<file path="config.mk">
export PLATFORM = sky130hd
export DESIGN_NAME = humidity_reading_qualifier
export DESIGN_NICKNAME = d
export VERILOG_FILES = /design/src/hw/rtl/hrq_pkg.sv /design/src/hw/rtl/hrq_cfg_regs.sv /design/src/hw/rtl/hrq_core.sv /design/src/hw/rtl/humidity_reading_qualifier.sv
export SDC_FILE = /design/constraint.sdc
export NUM_CORES = 1
export LEC_CHECK = 0
export ABC_AREA = 0
export BUFFER_PORTS_ARGS = -buffer_cell sky130_fd_sc_hd__clkbuf_2
export CORE_MARGIN = 8
export CORE_UTILIZATION = 45
export CTS_CLUSTER_DIAMETER = 80
export DETAILED_ROUTE_END_ITERATION = 10
export GPL_TIMING_DRIVEN = 0
export PLACE_DENSITY = 0.78
export SETUP_SLACK_MARGIN = 0.05
export SYNTH_ARGS = -nofsm -noshare
export SYNTH_HDL_FRONTEND = slang
export SYNTH_HIERARCHICAL = 1
export SYNTH_SLANG_ARGS = --single-unit
export TNS_END_PERCENT = 5
</file>
<file path="constraint.sdc">
create_clock -name i_clk -period 4.6 [get_ports i_clk]
set_clock_uncertainty 0.1 [all_clocks]
set_input_delay 0 -clock i_clk [delete_from_list [all_inputs] [get_ports i_clk]]
set_output_delay 0 -clock i_clk [all_outputs]
set_load 0.02 [all_outputs]
</file>
<file path="src/hw/rtl/hrq_pkg.sv">
`timescale 1ns / 1ps
`default_nettype none

package hrq_pkg;

    localparam logic [9:0]        HUM_MAX        = 10'd1000;
    localparam logic signed [11:0] HUM_MAX_S     = 12'sd1000;
    localparam logic [2:0]        BAD_PHASE_LAST = 3'd4;
    localparam logic signed [8:0] CAL_OFFSET_RST = 9'sd0;
    localparam logic [31:0]       THROTTLE_RST   = 32'd30000;

    typedef enum logic [0:0] {
        CFG_CAL_OFFSET = 1'b0,
        CFG_THROTTLE   = 1'b1
    } t_cfg_idx;

    typedef struct packed {
        logic signed [15:0] raw_humidity;
        logic               read_failed;
        logic [31:0]        now_ms;
    } t_in_item;

    typedef struct packed {
        logic [9:0] held_humidity;
        logic       humidity_valid;
        logic       has_value;
        logic       reinit_request;
        logic       error_event;
    } t_out_item;

    typedef struct packed {
        logic signed [8:0] calibration_offset;
        logic [31:0]       error_throttle_ms;
    } t_cfg;

endpackage

`default_nettype wire

</file>
<file path="src/hw/rtl/hrq_cfg_regs.sv">
`timescale 1ns / 1ps
`default_nettype none

module hrq_cfg_regs (
    input  wire logic              i_clk,
    input  wire logic              i_rst_n,
    input  wire logic              i_cfg_valid,
    output logic                   o_cfg_ready,
    input  wire hrq_pkg::t_cfg_idx i_cfg_index,
    input  wire logic [31:0]       i_cfg_data,
    output hrq_pkg::t_cfg          o_cfg
);

    hrq_pkg::t_cfg r_cfg;

    assign o_cfg_ready = 1'b1;
    assign o_cfg       = r_cfg;

    always_ff @(posedge i_clk) begin
        if (!i_rst_n) begin
            r_cfg.calibration_offset <= hrq_pkg::CAL_OFFSET_RST;
            r_cfg.error_throttle_ms  <= hrq_pkg::THROTTLE_RST;
        end else if (i_cfg_valid && o_cfg_ready) begin
            case (i_cfg_index)
                hrq_pkg::CFG_CAL_OFFSET: begin
                    r_cfg.calibration_offset <= $signed(i_cfg_data[8:0]);
                end
                hrq_pkg::CFG_THROTTLE: begin
                    r_cfg.error_throttle_ms <= i_cfg_data;
                end
                default: begin
                end
            endcase
        end
    end

endmodule

`default_nettype wire

</file>
<file path="src/hw/rtl/hrq_core.sv">
`timescale 1ns / 1ps
`default_nettype none

module hrq_core (
    input  wire logic              i_clk,
    input  wire logic              i_rst_n,
    input  wire logic              i_fire,
    input  wire hrq_pkg::t_in_item i_item,
    input  wire hrq_pkg::t_cfg     i_cfg,
    output hrq_pkg::t_out_item     o_result
);

    logic [9:0]  r_held_value;
    logic        r_ever_good;
    logic [2:0]  r_bad_phase;
    logic        r_bad_reached_five;
    logic [31:0] r_last_error_time;

    logic [9:0]  n_held_value;
    logic        n_ever_good;
    logic [2:0]  n_bad_phase;
    logic        n_bad_reached_five;
    logic [31:0] n_last_error_time;

    logic               good;
    logic signed [11:0] cal_sum;
    logic [31:0]        elapsed;
    logic               reinit;
    logic               event_hit;

    // raw fits in 12 bits whenever the reading is good
    assign good = !i_item.read_failed && !i_item.raw_humidity[15]
                  && ($unsigned(i_item.raw_humidity) <= 16'(hrq_pkg::HUM_MAX));
    assign cal_sum = $signed(i_item.raw_humidity[11:0])
                     + $signed({{3{i_cfg.calibration_offset[8]}}, i_cfg.calibration_offset});
    assign elapsed = i_item.now_ms - r_last_error_time;

    always_comb begin
        n_held_value       = r_held_value;
        n_ever_good        = r_ever_good;
        n_bad_phase        = r_bad_phase;
        n_bad_reached_five = r_bad_reached_five;
        n_last_error_time  = r_last_error_time;
        reinit             = 1'b0;
        event_hit          = 1'b0;
        if (good) begin
            if (cal_sum[11]) begin
                n_held_value = '0;
            end else if (cal_sum > hrq_pkg::HUM_MAX_S) begin
                n_held_value = hrq_pkg::HUM_MAX;
            end else begin
                n_held_value = cal_sum[9:0];
            end
            n_ever_good        = 1'b1;
            n_bad_phase        = '0;
            n_bad_reached_five = 1'b0;
        end else begin
            // wrap the run counter on the fifth bad reading in a row
            if (r_bad_phase >= hrq_pkg::BAD_PHASE_LAST) begin
                n_bad_phase        = '0;
                reinit             = 1'b1;
                n_bad_reached_five = 1'b1;
            end else begin
                n_bad_phase = r_bad_phase + 3'd1;
            end
            if (n_bad_reached_five && (elapsed > i_cfg.error_throttle_ms)) begin
                event_hit         = 1'b1;
                n_last_error_time = i_item.now_ms;
            end
        end
    end

    assign o_result.held_humidity  = n_held_value;
    assign o_result.humidity_valid = good;
    assign o_result.has_value      = n_ever_good;
    assign o_result.reinit_request = reinit;
    assign o_result.error_event    = event_hit;

    always_ff @(posedge i_clk) begin
        if (!i_rst_n) begin
            r_held_value       <= '0;
            r_ever_good        <= 1'b0;
            r_bad_phase        <= '0;
            r_bad_reached_five <= 1'b0;
            r_last_error_time  <= '0;
        end else if (i_fire) begin
            r_held_value       <= n_held_value;
            r_ever_good        <= n_ever_good;
            r_bad_phase        <= n_bad_phase;
            r_bad_reached_five <= n_bad_reached_five;
            r_last_error_time  <= n_last_error_time;
        end
    end

    a_phase_bound: assert property (@(posedge i_clk) disable iff (!i_rst_n)
        r_bad_phase <= hrq_pkg::BAD_PHASE_LAST)
        else $error("bad run phase out of range");

    a_good_clears_run: assert property (@(posedge i_clk) disable iff (!i_rst_n)
        i_fire && good |=> r_bad_phase == 3'd0 && !r_bad_reached_five && r_ever_good)
        else $error("good reading did not clear the bad run");

    a_reinit_sets_five: assert property (@(posedge i_clk) disable iff (!i_rst_n)
        i_fire && reinit |=> r_bad_reached_five && r_bad_phase == 3'd0)
        else $error("reinit did not mark the run as persistent");

    a_event_stamps_time: assert property (@(posedge i_clk) disable iff (!i_rst_n)
        i_fire && event_hit |=> r_last_error_time == $past(i_item.now_ms))
        else $error("error event did not record its time");

endmodule

`default_nettype wire

</file>
<file path="src/hw/rtl/humidity_reading_qualifier.sv">
// Humidity reading qualifier.
// Input channel: i_in_valid / o_in_stall carry one transaction of type t_in_item
// (raw reading in tenths of a percent, read-failed flag, millisecond time).
// Output channel: o_out_valid / i_out_stall carry one t_out_item per input
// transaction: held value, this reading's validity, has-value flag, reinit
// request on every fifth bad reading in a row, and throttled error event.
// Configuration: i_cfg_valid / o_cfg_ready with i_cfg_index and i_cfg_data;
// index 0 is the calibration offset, index 1 the error throttle in ms. Write
// only while no transaction is in flight. o_cfg_ready is always high.
// The input register captures each accepted transaction, and the combinational
// qualifier logic then writes its result into the result register once that
// register is free or draining. One transaction is accepted per cycle while
// o_in_stall is low.
// Reset (synchronous, active low) clears both registers' valid flags and the
// held state; offset resets to 0 and throttle to 30000 ms.
// When i_out_stall holds a pending result, one more transaction is still
// taken into the input register; after that o_in_stall rises until the
// result drains.
`timescale 1ns / 1ps
`default_nettype none

module humidity_reading_qualifier (
    input  wire logic              i_clk,
    input  wire logic              i_rst_n,
    input  wire logic              i_in_valid,
    output logic                   o_in_stall,
    input  wire hrq_pkg::t_in_item i_in,
    output logic                   o_out_valid,
    input  wire logic              i_out_stall,
    output hrq_pkg::t_out_item     o_out,
    input  wire logic              i_cfg_valid,
    output logic                   o_cfg_ready,
    input  wire hrq_pkg::t_cfg_idx i_cfg_index,
    input  wire logic [31:0]       i_cfg_data
);

    logic               r_in_valid;
    hrq_pkg::t_in_item  r_in;
    logic               r_out_valid;
    hrq_pkg::t_out_item r_out;

    hrq_pkg::t_cfg      cfg;
    hrq_pkg::t_out_item result;
    logic               advance;
    logic               in_accept;

    // move the held transaction on when the result register is free or draining
    assign advance    = r_in_valid && (!r_out_valid || !i_out_stall);
    assign o_in_stall = r_in_valid && r_out_valid && i_out_stall;
    assign in_accept  = i_in_valid && !o_in_stall;

    assign o_out_valid = r_out_valid;
    assign o_out       = r_out;

    hrq_cfg_regs u_cfg (
        .i_clk       (i_clk),
        .i_rst_n     (i_rst_n),
        .i_cfg_valid (i_cfg_valid),
        .o_cfg_ready (o_cfg_ready),
        .i_cfg_index (i_cfg_index),
        .i_cfg_data  (i_cfg_data),
        .o_cfg       (cfg)
    );

    hrq_core u_core (
        .i_clk    (i_clk),
        .i_rst_n  (i_rst_n),
        .i_fire   (advance),
        .i_item   (r_in),
        .i_cfg    (cfg),
        .o_result (result)
    );

    always_ff @(posedge i_clk) begin
        if (!i_rst_n) begin
            r_in_valid <= 1'b0;
        end else if (in_accept) begin
            r_in_valid <= 1'b1;
        end else if (advance) begin
            r_in_valid <= 1'b0;
        end
    end

    always_ff @(posedge i_clk) begin
        if (in_accept) begin
            r_in <= i_in;
        end
    end

    always_ff @(posedge i_clk) begin
        if (!i_rst_n) begin
            r_out_valid <= 1'b0;
        end else if (advance) begin
            r_out_valid <= 1'b1;
        end else if (!i_out_stall) begin
            r_out_valid <= 1'b0;
        end
    end

    always_ff @(posedge i_clk) begin
        if (advance) begin
            r_out <= result;
        end
    end

endmodule

`default_nettype wire

</file>
# Word-level counts from Yosys, hierarchy flattened

Cells that the tools add are included.

Register bits: 153
Bits of input ports: 87

Equal/unequal tests: 1
Magnitude comparators: 4
Bitwise logic cells: 2
Mux-type cells: 15
Reduce and logical (&&, ||, !) cells: 17
Add/sub/neg operators: 3

Operator list:

| cell                   | count |
|---|---|
| $gt A32 B32 Y1         | 1 |
| $sub A32 B32 Y32       | 1 |
| $mux W10               | 3 |
| $le A16 B10 Y1 const B | 1 |
| $add A12 B9 Y12        | 1 |
| $gt A12 B11 Y1 const B | 1 |
| $mux W1                | 10 |
| $logic_and A1 B1 Y1    | 7 |
| $mux W3                | 2 |
| $logic_not A1 Y1       | 5 |
| $reduce_and A2 Y1      | 2 |
| $add A3 B1 Y3 const B  | 1 |
| $ge A3 B3 Y1 const B   | 1 |
| $reduce_and A3 Y1      | 1 |
| $ne A2 B1 Y1 const B   | 1 |
| $not A1 Y1             | 2 |
| $reduce_bool A2 Y1     | 1 |
| $logic_or A1 B1 Y1     | 1 |

# Logic depth before layout (Yosys ltp)

Gate-level depths: netlist of run 1.

Depth after elaboration: 6
Mapped depth: 22
Gate-level depth less buffers: 21

# By module

The synthesis of run 1 kept the hierarchy.

Modules (own cells, without submodules):

| module                     | cells an instance | instances | area an instance (um2) | seq. area each (um2) |
|---|---|---|---|---|
| hrq_core                   | 678               | 1         | 5072.4                 | 940.9 |
| humidity_reading_qualifier | 71                | 1         | 1975.6                 | 1931.9 |
| hrq_cfg_regs               | 181               | 1         | 1606.5                 | 820.8 |

# Worst setup path after synthesis of run 1

OpenSTA, ideal clock, no wires.

Path kind: register to register
Start: register r_in[0] (netlist name)
End: register u_core.r_last_error_time[0]
Path buffers: 1
Arrival: 4.496 ns
Slack: -0.119 ns
Required time: 4.377 ns
Cell stages (with the launch flop): 21
Setup time: 0.123 ns
Cell sequence: edfxtp_1 -> inv_1 -> ha_1 -> inv_1 -> fa_1 -> a21o_1 -> a21oi_1 -> o21ai_2 -> a311oi_2 -> o21ai_1 -> a311o_1 -> a21oi_4 -> nor4bb_1 -> a311o_1 -> ha_1 -> nand4_1 -> nor4_1 -> o21ai_1 -> a311oi_4 -> clkbuf_2 -> o21ai_0

Word-level cells in the longest chain between the ends: 4

RTL lines:

| what                               | RTL line                         | RTL |
|---|---|---|
| from (decl)                        | humidity_reading_qualifier.sv:38 | `hrq_pkg::t_in_item r_in;` |
| from (signal assigned)             | humidity_reading_qualifier.sv:86 | `r_in <= i_in;` |
| $sub A32 B32 Y32                   | hrq_core.sv:36                   | `assign elapsed = i_item.now_ms - r_last_error_time;` |
| $gt A32 B32 Y1                     | hrq_core.sv:66                   | `if (n_bad_reached_five && (elapsed > i_cfg.error_throttle_ms)) begin` |
| $logic_and A1 B1 Y1                | hrq_core.sv:66                   |  |
| $reduce_and A3 Y1 (no source line) | n/a                              |  |
| to (signal assigned)               | hrq_core.sv:91                   | `r_last_error_time <= n_last_error_time;` |
| to (decl)                          | hrq_core.sv:17                   | `logic [31:0] r_last_error_time;` |

Several ways; a longest one is shown, not always the timed one.
A chain may end at the register's enable or synchronous reset.

# Worst setup path in the final report of run 1

Start: register r_in[0] (netlist name)
End: register u_core.r_last_error_time[14]

Word-level cells in the longest chain between the ends: 4

RTL lines:

| what                               | RTL line |
|---|---|
| $sub A32 B32 Y32                   | hrq_core.sv:36 |
| $gt A32 B32 Y1                     | hrq_core.sv:66 |
| $logic_and A1 B1 Y1                | hrq_core.sv:66 |
| $reduce_and A3 Y1 (no source line) | n/a |

No other way between the ends.

==> flow_metrics.tcl, run 1 <==
set metrics [dict create \
    cts_buffers 17 \
    antenna_found_initial 0 \
    p_leak_nw 4.54 \
    setup_ws_ps -282 \
    clockRootBuffer "clkbuf_16" \
    use_met2 0.318 \
    rsz0062_at_grt "yes" \
    clock.fmax_ghz 0.205 \
    outcome "finished with violations" \
    synth.area.top_cells "edfxtp_1 22%, dfxtp_1 21%, ha_1 11%" \
    power_density_mw_per_mm2 315 \
    synth_cell_types 70 \
    die_w_um 155 \
    crit_path_max_incr_delay_ps 410 \
    grt_pass1_wl_um 36700 \
    drtAntennaViolNets 0 \
    vias_per_cell 5.40 \
    finalNonFillerCells 1398 \
    hold_class "in2reg" \
    ctsHtreeMaxLevel 4 \
    groute.layer.met1.usage 0.236 \
    port_buffers 100 \
    dp_hpwl_um 16200 \
    finalNetCount 1316 \
    finalHoldViolations 0 \
    ios 104 \
    drt_iter0_drc 627 \
    synth_ff_type "dfxtp_1" \
    fin_crit_sh 1.06 \
    drive_above_1_share 0.164 \
    syn_nets 1095 \
    cp-start-kind "flip-flop" \
    drt_first_pass_iters 5 \
    grtUsageTotal 0.190 \
    area_growth_pct 29.0 \
    multi_input_area_mm2 0.00446 \
    layout_min_cycle_time_ps 4880 \
    crit_required_ps 4860 \
    initial_utilization 0.461 \
    die_area_mm2 0.0239 \
    synth_commonest_cells "110 x nand2_1, 90 x dfxtp_1, 85 x inv_1" \
    final_core_util 0.595 \
    path_class "reg2reg" \
    path_buf_inv 6 \
    fillers 1562 \
    tightest_slew_ps 934 \
    drc 0 \
    diodes 0 \
    syn_inst 930 \
    die_y_um 155 \
    crit_chain "inv_1 > ha_1 > inv_1 > fa_2 > a21o_1 > a21oi_2 > o21ai_2 > a311oi_2 > buf_4 > o21ai_2 > a311o_1 > a21oi_4 > nor4bb_2 > a311o_1 > ha_1 > nand4_1 > buf_4 > a211o_1 > a311oi_4 > buf_12 > buf_6 > nand3_1 > o21ai_1" \
    top_usage_layer "met2" \
    ys_async_sr_fraction 0 \
    holdWs_ps 176 \
    r2r_slack_ps -280 \
    crit_family "compound AO/OA/AOI/OAI gates" \
    critPathSlowestCell "edfxtp_1" \
    crit_path_end_kind "flip-flop" \
    wl_per_cell_um 16.2 \
    dpl_worst_slack_ps -938 \
    peakVddDrop_v 0.000257 \
    rows 50 \
    cp_max_fo 10 \
    synth.most_common_cell "nand2_1" \
    synth_edf_count 63 \
    met3_usage 0.0418 \
    violations "setup timing" \
    core-area_mm2 0.0188 \
    wl_um 22600 \
    grt_max_degree 33 \
    gp_congestion 0.910 \
    synth.top_cell.area_share 0.219 \
    seq_area_frac_synth 0.427 \
    grt_pass1_vias 7532 \
    numClockSinks 153 \
    ys_ff_latch 153 \
    clock_latency_ps 430 \
    maxSlewHeadroom 0.373 \
    ys_warn_count 6 \
    synth_area_per_cell_um2 9.31 \
    syn_area_mm2 0.00865 \
    cts.reportedPaths.clkPinSlew_ps 60 \
    drv_cap 0 \
    cts_tree "yes" \
    cp.arrival_ps 5140 \
    clockBufferDepth 2 \
    setup_viol 33 \
    dp_cells 1265 \
    yosysTopAreaCell "edfxtp_1" \
    regArea_mm2 0.00369 \
    num_vias 7544 \
    drv_slew 0 \
    gr-total-overflow 0 \
]
kinds of logic after synthesis:
| group | Yosys count | synth area share |
|---|---|---|
| fa+ha+maj | 78 | 0.115 |
| buf+inv | 129 | 0.0672 |
| flops | 153 | 0.427 |
| simple gates | 284 | 0.158 |
| mux | 17 | 0.0197 |
| xor+xnor | 35 | 0.0354 |
| compound gates | 233 | 0.178 |
| other cells | 1 | 0.000433 |
cells in the final DEF, fill, tap and decap left out, types with 15 or more instances in the layout:
| cell | count |
|---|---|
| a21o_1 | 24 |
| xnor2_1 | 25 |
| clkbuf_16 | 17 |
| o21ai_0 | 57 |
| nor2_1 | 30 |
| inv_1 | 85 |
| ha_1 | 76 |
| a21oi_1 | 38 |
| clkbuf_1 | 22 |
| nand2_1 | 110 |
| mux2i_1 | 17 |
| buf_4 | 20 |
| edfxtp_1 | 63 |
| o21a_1 | 15 |
| o21ai_1 | 30 |
| dlygate4sd3_1 | 88 |
| dfxtp_1 | 90 |
| nand3_1 | 54 |
| nand4_1 | 34 |
| clkbuf_2 | 100 |
state kept, by name (all words and copies together) (netlist names):
register,count
r_in_valid,1
o_out_valid,1
r_in,49
u_core/r_held_value,10
u_core/r_ever_good,1
u_core/r_last_error_time,32
u_core/r_bad_reached_five,1
u_cfg/o_cfg,41
o_out,14
u_core/r_bad_phase,3
worst register-to-register path, stage by stage (launching register included):
cell	delay [ps]
edfxtp_1	410
inv_1	80
ha_1	160
inv_1	60
fa_2	350
a21o_1	180
a21oi_2	170
o21ai_2	80
a311oi_2	310
buf_4	160
o21ai_2	60
a311o_1	320
a21oi_4	180
nor4bb_2	80
a311o_1	290
ha_1	290
nand4_1	150
buf_4	180
a211o_1	310
a311oi_4	340
buf_12	180
buf_6	140
nand3_1	90
o21ai_1	120
power breakdown:
part           internal (W)  switching (W)  total [W]
Combinational      0.000271       0.000321   0.000591
Clock              0.000855       0.000575    0.00143
Sequential          0.00147      0.0000309    0.00150
Total               0.00259       0.000926    0.00352
worst paths after layout:
check	from	to	cells after the start
hold / removal	i_in[46]	r_in[46]	2
setup / recovery	r_in[0]	u_core/r_last_error_time[14]	23
setup reg to reg	r_in[0]	u_core/r_last_error_time[14]	23
hold reg to reg	u_core/r_last_error_time[29]	u_core/r_last_error_time[29]	2
final cells by class:
cell class | count | share of cell area
clock buffers | 18 | 0.0384
clock inverters | 14 | 0.0155
multi-input cells | 648 | 0.399
inverters | 85 | 0.0286
plain buffers | 44 | 0.0257
flip-flops and latches | 153 | 0.331
well taps | 234 | 0.0262
repair buffers | 202 | 0.135
metal layers:
metal	vias to the layer above	routed length (um)
li1	3773	-
met2	212	10700
met1	3519	10200
met4	0	518
met5	-	0
met3	40	1150
timing repair:
action                                 4_1_cts  5_1_grt
hold buffers                                88        0
setup endpoints to repair                   33       33
resized for setup                           31        7
setup buffers                                9        4
endpoints found under the hold margin      109        0
pin swaps                                    9        4
stage by stage:
step | instance area, um2 | total power [W] | setup TNS [ps]
finish | 11200 | 0.00352 | -8430
global route | 11200 | 0.00367 | -15920
floorplan | 8660 | 0.00188 | 0
detailed placement | 9490 | 0.00203 | -29220
CTS | 11100 | 0.00353 | -5500
global placement | 9460 | 0.00201 | -24290
(Power assumes the default switching activity.)
==> run 2, diff against run 1 <==
CELL_PAD_IN_SITES_DETAIL_PLACEMENT = 1   (was default)
CELL_PAD_IN_SITES_GLOBAL_PLACEMENT = 1   (was default)
CORE_UTILIZATION = 41   (was 45)
GPL_ROUTABILITY_DRIVEN = 0   (was default)
PLACE_DENSITY = 0.88   (was 0.78)
==> flow_metrics.tcl, run 2 (synthesis results as in run 1) <==
set metrics [dict create \
    grtUsageTotal 0.238 \
    path_class "reg2reg" \
    drv_cap 0 \
    final_cell_mix "110 x nand2_1, 100 x clkbuf_2, 90 x dfxtp_1" \
    r2r-start "r_in[1]" \
    initial_utilization 0.414 \
    setup_viol 33 \
    drive_above_1_share 0.171 \
    critPathSlowestCell "edfxtp_1" \
    drtAntennaViolNets 0 \
    crit_required_ps 4860 \
    cts_buffers 17 \
    crit_chain "ha_1 > nor2b_1 > o31a_1 > o21a_1 > o21a_1 > a221oi_1 > o21ai_1 > o2111ai_1 > nand3_1 > xor2_1 > ha_1 > nand4_1 > nor4_4 > o21ai_2 > a311oi_4 > buf_12 > buf_8 > nand3_1 > o21ai_1" \
    worstHoldStart "i_in[45]" \
    power_switching_w 0.00103 \
    intPower_w 0.00266 \
    drv_slew 0 \
    p_leak_nw 4.58 \
    num_vias 8355 \
    maxSlewHeadroom 0.456 \
    largest_reg_flops 49 \
    final_common_cell "nand2_1" \
    die_y_um 161 \
    fin_crit_sh 1.08 \
    finalHoldViolations 0 \
    setup_ws_ps -351 \
    antenna_found_initial 1 \
    final_area_mm2 0.0113 \
    pwr-share-clk 0.413 \
    crit_path_max_incr_delay_ps 460 \
    power_density_mw_per_mm2 325 \
    cts_tree "yes" \
    fillers 2366 \
    layout_min_cycle_time_ps 4950 \
    vias_per_cell 5.79 \
    cts.reportedPaths.clkPinSlew_ps 70 \
    port_buffers 100 \
    grt_max_degree 31 \
    drc 0 \
    wl_um 31800 \
    r2r_slack_ps -350 \
    grt_pass1_wl_um 49000 \
    finalNetCount 1319 \
    clock_latency_ps 440 \
    r2r_cells 19 \
    peakVddDrop_v 0.000192 \
    violations "setup timing" \
    gr-total-overflow 0 \
    netSwitchingFraction 0.279 \
    combPwrFrac 0.180 \
    area_growth_pct 31.0 \
    rsz0062_at_grt "yes" \
    regMostFlops "r_in" \
    dp_hpwl_um 19100 \
    die_w_um 161 \
    grt_pass1_vias 9009 \
    numClockSinks 153 \
    seq_power_share 0.406 \
    cp-endpoint "u_core/r_last_error_time[3]" \
    place_area_mm2 0.00955 \
    clock.fmax_ghz 0.202 \
    die_area_mm2 0.0260 \
    rows 53 \
    tightest_slew_ps 811 \
    whs_path_depth 2 \
    crit_path_end_kind "flip-flop" \
    core-area_mm2 0.0209 \
    drt_first_pass_iters 5 \
    regArea_mm2 0.00369 \
    cp-startpoint "r_in[1]" \
    ctsHtreeMaxLevel 4 \
    dpl_worst_slack_ps -1050 \
    outcome "finished with violations" \
    hold_class "in2reg" \
    cp.arrival_ps 5210 \
    cp-start-kind "flip-flop" \
    clockRootBuffer "clkbuf_16" \
    cp_max_fo 10 \
    drt_iter0_drc 607 \
    wl_per_cell_um 22.0 \
    multi_input_area_mm2 0.00452 \
    r2r_end "u_core/r_last_error_time[3]" \
    clockBufferDepth 2 \
    ios 104 \
]
## run 2: changes by cell type in the layout (fill, tap and decap cells not counted), moves of 2 or more
| cell | change |
|---|---|
| a2111oi_2 | +2 |
| buf_8 | +2 |
| clkinvlp_4 | -2 |
| o21ai_1 | -3 |
| o21ai_2 | +2 |
## run 2: what timing repair did
action | in CTS | in global routing
endpoints found under the hold margin | 115 | 0
hold buffers | 89 | 0
setup buffers | 10 | 4
pin swaps | 11 | 10
gates resized for setup | 35 | 17
cloned | 0 | 0
setup endpoints to repair | 33 | 33
## run 2: critical path: cells and delay by family (launching register included)
family	cells	cell delay, ps
xor gates and xnor gates	1	170
and+or+nand+nor	5	1010
buffers and inverters	2	330
adders and majority gates	2	650
AOI/OAI and AO/OA	9	2150
DFF	1	460
## run 2: how the worst min path moves through the flow
stage                to  slack [ps]
2_1_floorplan   r_in[0]          -1
3_3_place_gp   r_in[42]          80
3_5_place_dp   r_in[22]          80
4_1_cts        r_in[32]         160
5_1_grt         r_in[4]         180
6_report       r_in[45]         170
## run 2: stage by stage
stage               std cells  utilization  total power, W  hold WS (ps)  TNS [ps]
finish                   1443        0.543         0.00369           174    -10800
global route             1443        0.543         0.00381           176    -19300
global placement         1305        0.455         0.00202          77.2    -28200
detailed placement       1307        0.457         0.00205          79.2    -32820
floorplan                 930            -         0.00188         -1.13         0
CTS                      1438        0.540         0.00364           160     -9300
## run 2: layout make-up
cell class	count	area share
repair buffers	205	0.136
multi-input cells	648	0.398
diodes	1	0.000221
well taps	275	0.0303
flip-flops and latches	153	0.326
inverters	85	0.0281
clock buffers	18	0.0378
plain buffers	44	0.0265
clock inverters	14	0.0172
## run 2: metal layers
| metal | GRT usage | share of wire |
|---|---|---|
| met1 | 0.275 | 0.39 |
| met4 | 0.126 | 0.050 |
| met2 | 0.417 | 0.50 |
| met3 | 0.0364 | 0.051 |
| met5 | 0 | 0 |
## run 2: power by group through the flow
| stage | Clock, W | Sequential [W] | Combinational (W) |
|---|---|---|---|
| 3_5_place_dp | 0 | 0.00153 | 0.000524 |
| 6_report | 0.00152 | 0.00150 | 0.000666 |
| 4_1_cts | 0.00153 | 0.00150 | 0.000618 |
| 5_1_grt | 0.00159 | 0.00150 | 0.000713 |
| 2_1_floorplan | 0 | 0.00152 | 0.000354 |
| 3_3_place_gp | 0 | 0.00153 | 0.000493 |
==> run 3, diff against run 2 <==
GPL_TIMING_DRIVEN = 1   (was 0)
==> flow_metrics.tcl, run 3 (synthesis results as in run 1) <==
set metrics [dict create \
    outcome "finished with violations" \
    violations "setup timing" \
    drv_slew 0 \
    vias_per_cell 5.93 \
    cts_buffers 17 \
    drtAntennaViolNets 0 \
    rows 53 \
    cp_max_fo 8 \
    regMostFlops "r_in" \
    cts.reportedPaths.clkPinSlew_ps 70 \
    port_buffers 102 \
    grt_max_degree 100 \
    wl_per_cell_um 23.4 \
    netSwitchingFraction 0.293 \
    wl_um 33100 \
    tightest_slew_ps 1150 \
    gr-total-overflow 0 \
    intPower_w 0.00254 \
    crit_path_end_kind "flip-flop" \
    clockRootBuffer "clkbuf_16" \
    hold_class "in2reg" \
    drt_iter0_drc 684 \
    grt_pass1_vias 8902 \
    cp-start-kind "flip-flop" \
    grtUsageTotal 0.229 \
    diodes 0 \
    multi_input_area_mm2 0.00457 \
    seq_power_share 0.417 \
    final_area_mm2 0.0113 \
    drv_cap 0 \
    final_common_cell "nand2_1" \
    clock.fmax_ghz 0.181 \
    largest_reg_flops 49 \
    crit_required_ps 4790 \
    core-area_mm2 0.0209 \
    num_vias 8415 \
    die_y_um 161 \
    cp.arrival_ps 5720 \
    drc 0 \
    peakVddDrop_v 0.000149 \
    numClockSinks 153 \
    layout_min_cycle_time_ps 5530 \
    setup_viol 33 \
    power_density_mw_per_mm2 320 \
    final_cell_mix "110 x nand2_1, 101 x clkbuf_2, 90 x dfxtp_1" \
    ctsHtreeMaxLevel 4 \
    dr_wl_met2_um 16300 \
    die_area_mm2 0.0260 \
    dpl_worst_slack_ps -171 \
    regArea_mm2 0.00369 \
    p_leak_nw 4.54 \
    drive_above_1_share 0.192 \
    ios 104 \
    maxSlewHeadroom 0.231 \
    rsz0062_at_grt "yes" \
    finalHoldViolations 0 \
    finalNetCount 1296 \
    path_class "reg2reg" \
    place_area_mm2 0.00944 \
    grt_pass1_wl_um 47400 \
    fillers 2366 \
    die_w_um 161 \
    routed.top_layer "met4" \
    cts_tree "yes" \
    m1WireLength_um 13100 \
    clockBufferDepth 2 \
    setup_ws_ps -926 \
    combPwrFrac 0.185 \
    initial_utilization 0.414 \
    antenna_found_initial 0 \
    wl_met3_um 2070 \
    power_switching_w 0.00105 \
    dp_hpwl_um 17300 \
    area_growth_pct 30.0 \
    clock_latency_ps 450 \
    setup_tns_ps -16140 \
    pwr-share-clk 0.398 \
    fin_crit_sh 1.20 \
    drt_first_pass_iters 5 \
]
==> run 3: cell types whose count changed in the layout (fill, tap and decap cells not counted), sizes merged <==
cell,change
clkbuf,-21
dlygate4sd3,-5
diode,-1
clkinvlp,+3
bufinv,-2
inv,-1
buf,+3
==> run 3: power by group through the flow <==
stage               registers (W)  logic (W)  clock network, W
global route              0.00150   0.000707           0.00150
floorplan                 0.00152   0.000354                 0
global placement          0.00152   0.000492                 0
CTS                       0.00150   0.000595           0.00141
detailed placement        0.00153   0.000515                 0
finish                    0.00150   0.000665           0.00143
==> run 3: area by class of cell <==
cell class,count,share of cell area
inverters,85,0.0284
repair buffers,226,0.155
clock buffers,18,0.0381
multi-input cells,648,0.406
well taps,275,0.0306
flip-flops and latches,153,0.328
clock inverters,14,0.0132
==> run 3: final timing paths <==
check,depth (start not counted),endpoint,start,slack [ps]
worst max-delay path,23,u_core/r_last_error_time[14],u_core/r_last_error_time[14],-930
worst min-delay path,2,u_core/r_ever_good,i_rst_n,110
worst max register to register,23,u_core/r_last_error_time[14],u_core/r_last_error_time[14],-930
worst min register to register,2,u_core/r_last_error_time[9],u_core/r_last_error_time[9],350
==> run 3: per-stage QoR <==
step,cells,utilization,hold slack [ps],power [W]
after floorplan,930,-,-1.13,0.00188
after CTS,1406,0.527,121,0.00350
after global routing,1419,0.539,148,0.00371
final,1419,0.539,110,0.00360
after detailed placement,1284,0.452,79.1,0.00204
after global placement,1284,0.452,76.7,0.00202
==> run 3: metal layers <==
layer  vias up  GRT usage
li1       3731          -
met1      4139      0.257
met2       399      0.405
met3       146     0.0519
met4         0      0.112
met5         -          0
==> run 3: timing repair <==
| action | 4_1_cts | 5_1_grt |
|---|---|---|
| hold endpoints to repair | 92 | 0 |
| setup endpoints to repair | 32 | 33 |
| hold buffers | 84 | 0 |
| gates resized for setup | 41 | 32 |
| cloned | 2 | 2 |
| setup buffers | 4 | 11 |
| pin swaps | 27 | 14 |
==> run 3: critical path, stage by stage (launching register included) <==
cell and delay [ps]:
dfxtp_1 440, inv_1 90, ha_1 360, buf_4 170
nand4_1 220, nor3_2 260, o311ai_2 130, buf_4 170
a31oi_2 220, o41ai_2 80, buf_4 140, o21ai_1 240
o221ai_1 210, xnor2_1 200, ha_1 330, nand4_1 210
nor4_2 420, nand2_1 110, o211ai_1 190, a311oi_4 80
buf_4 170, buf_8 140, clkbuf_16 170, o21ai_1 490
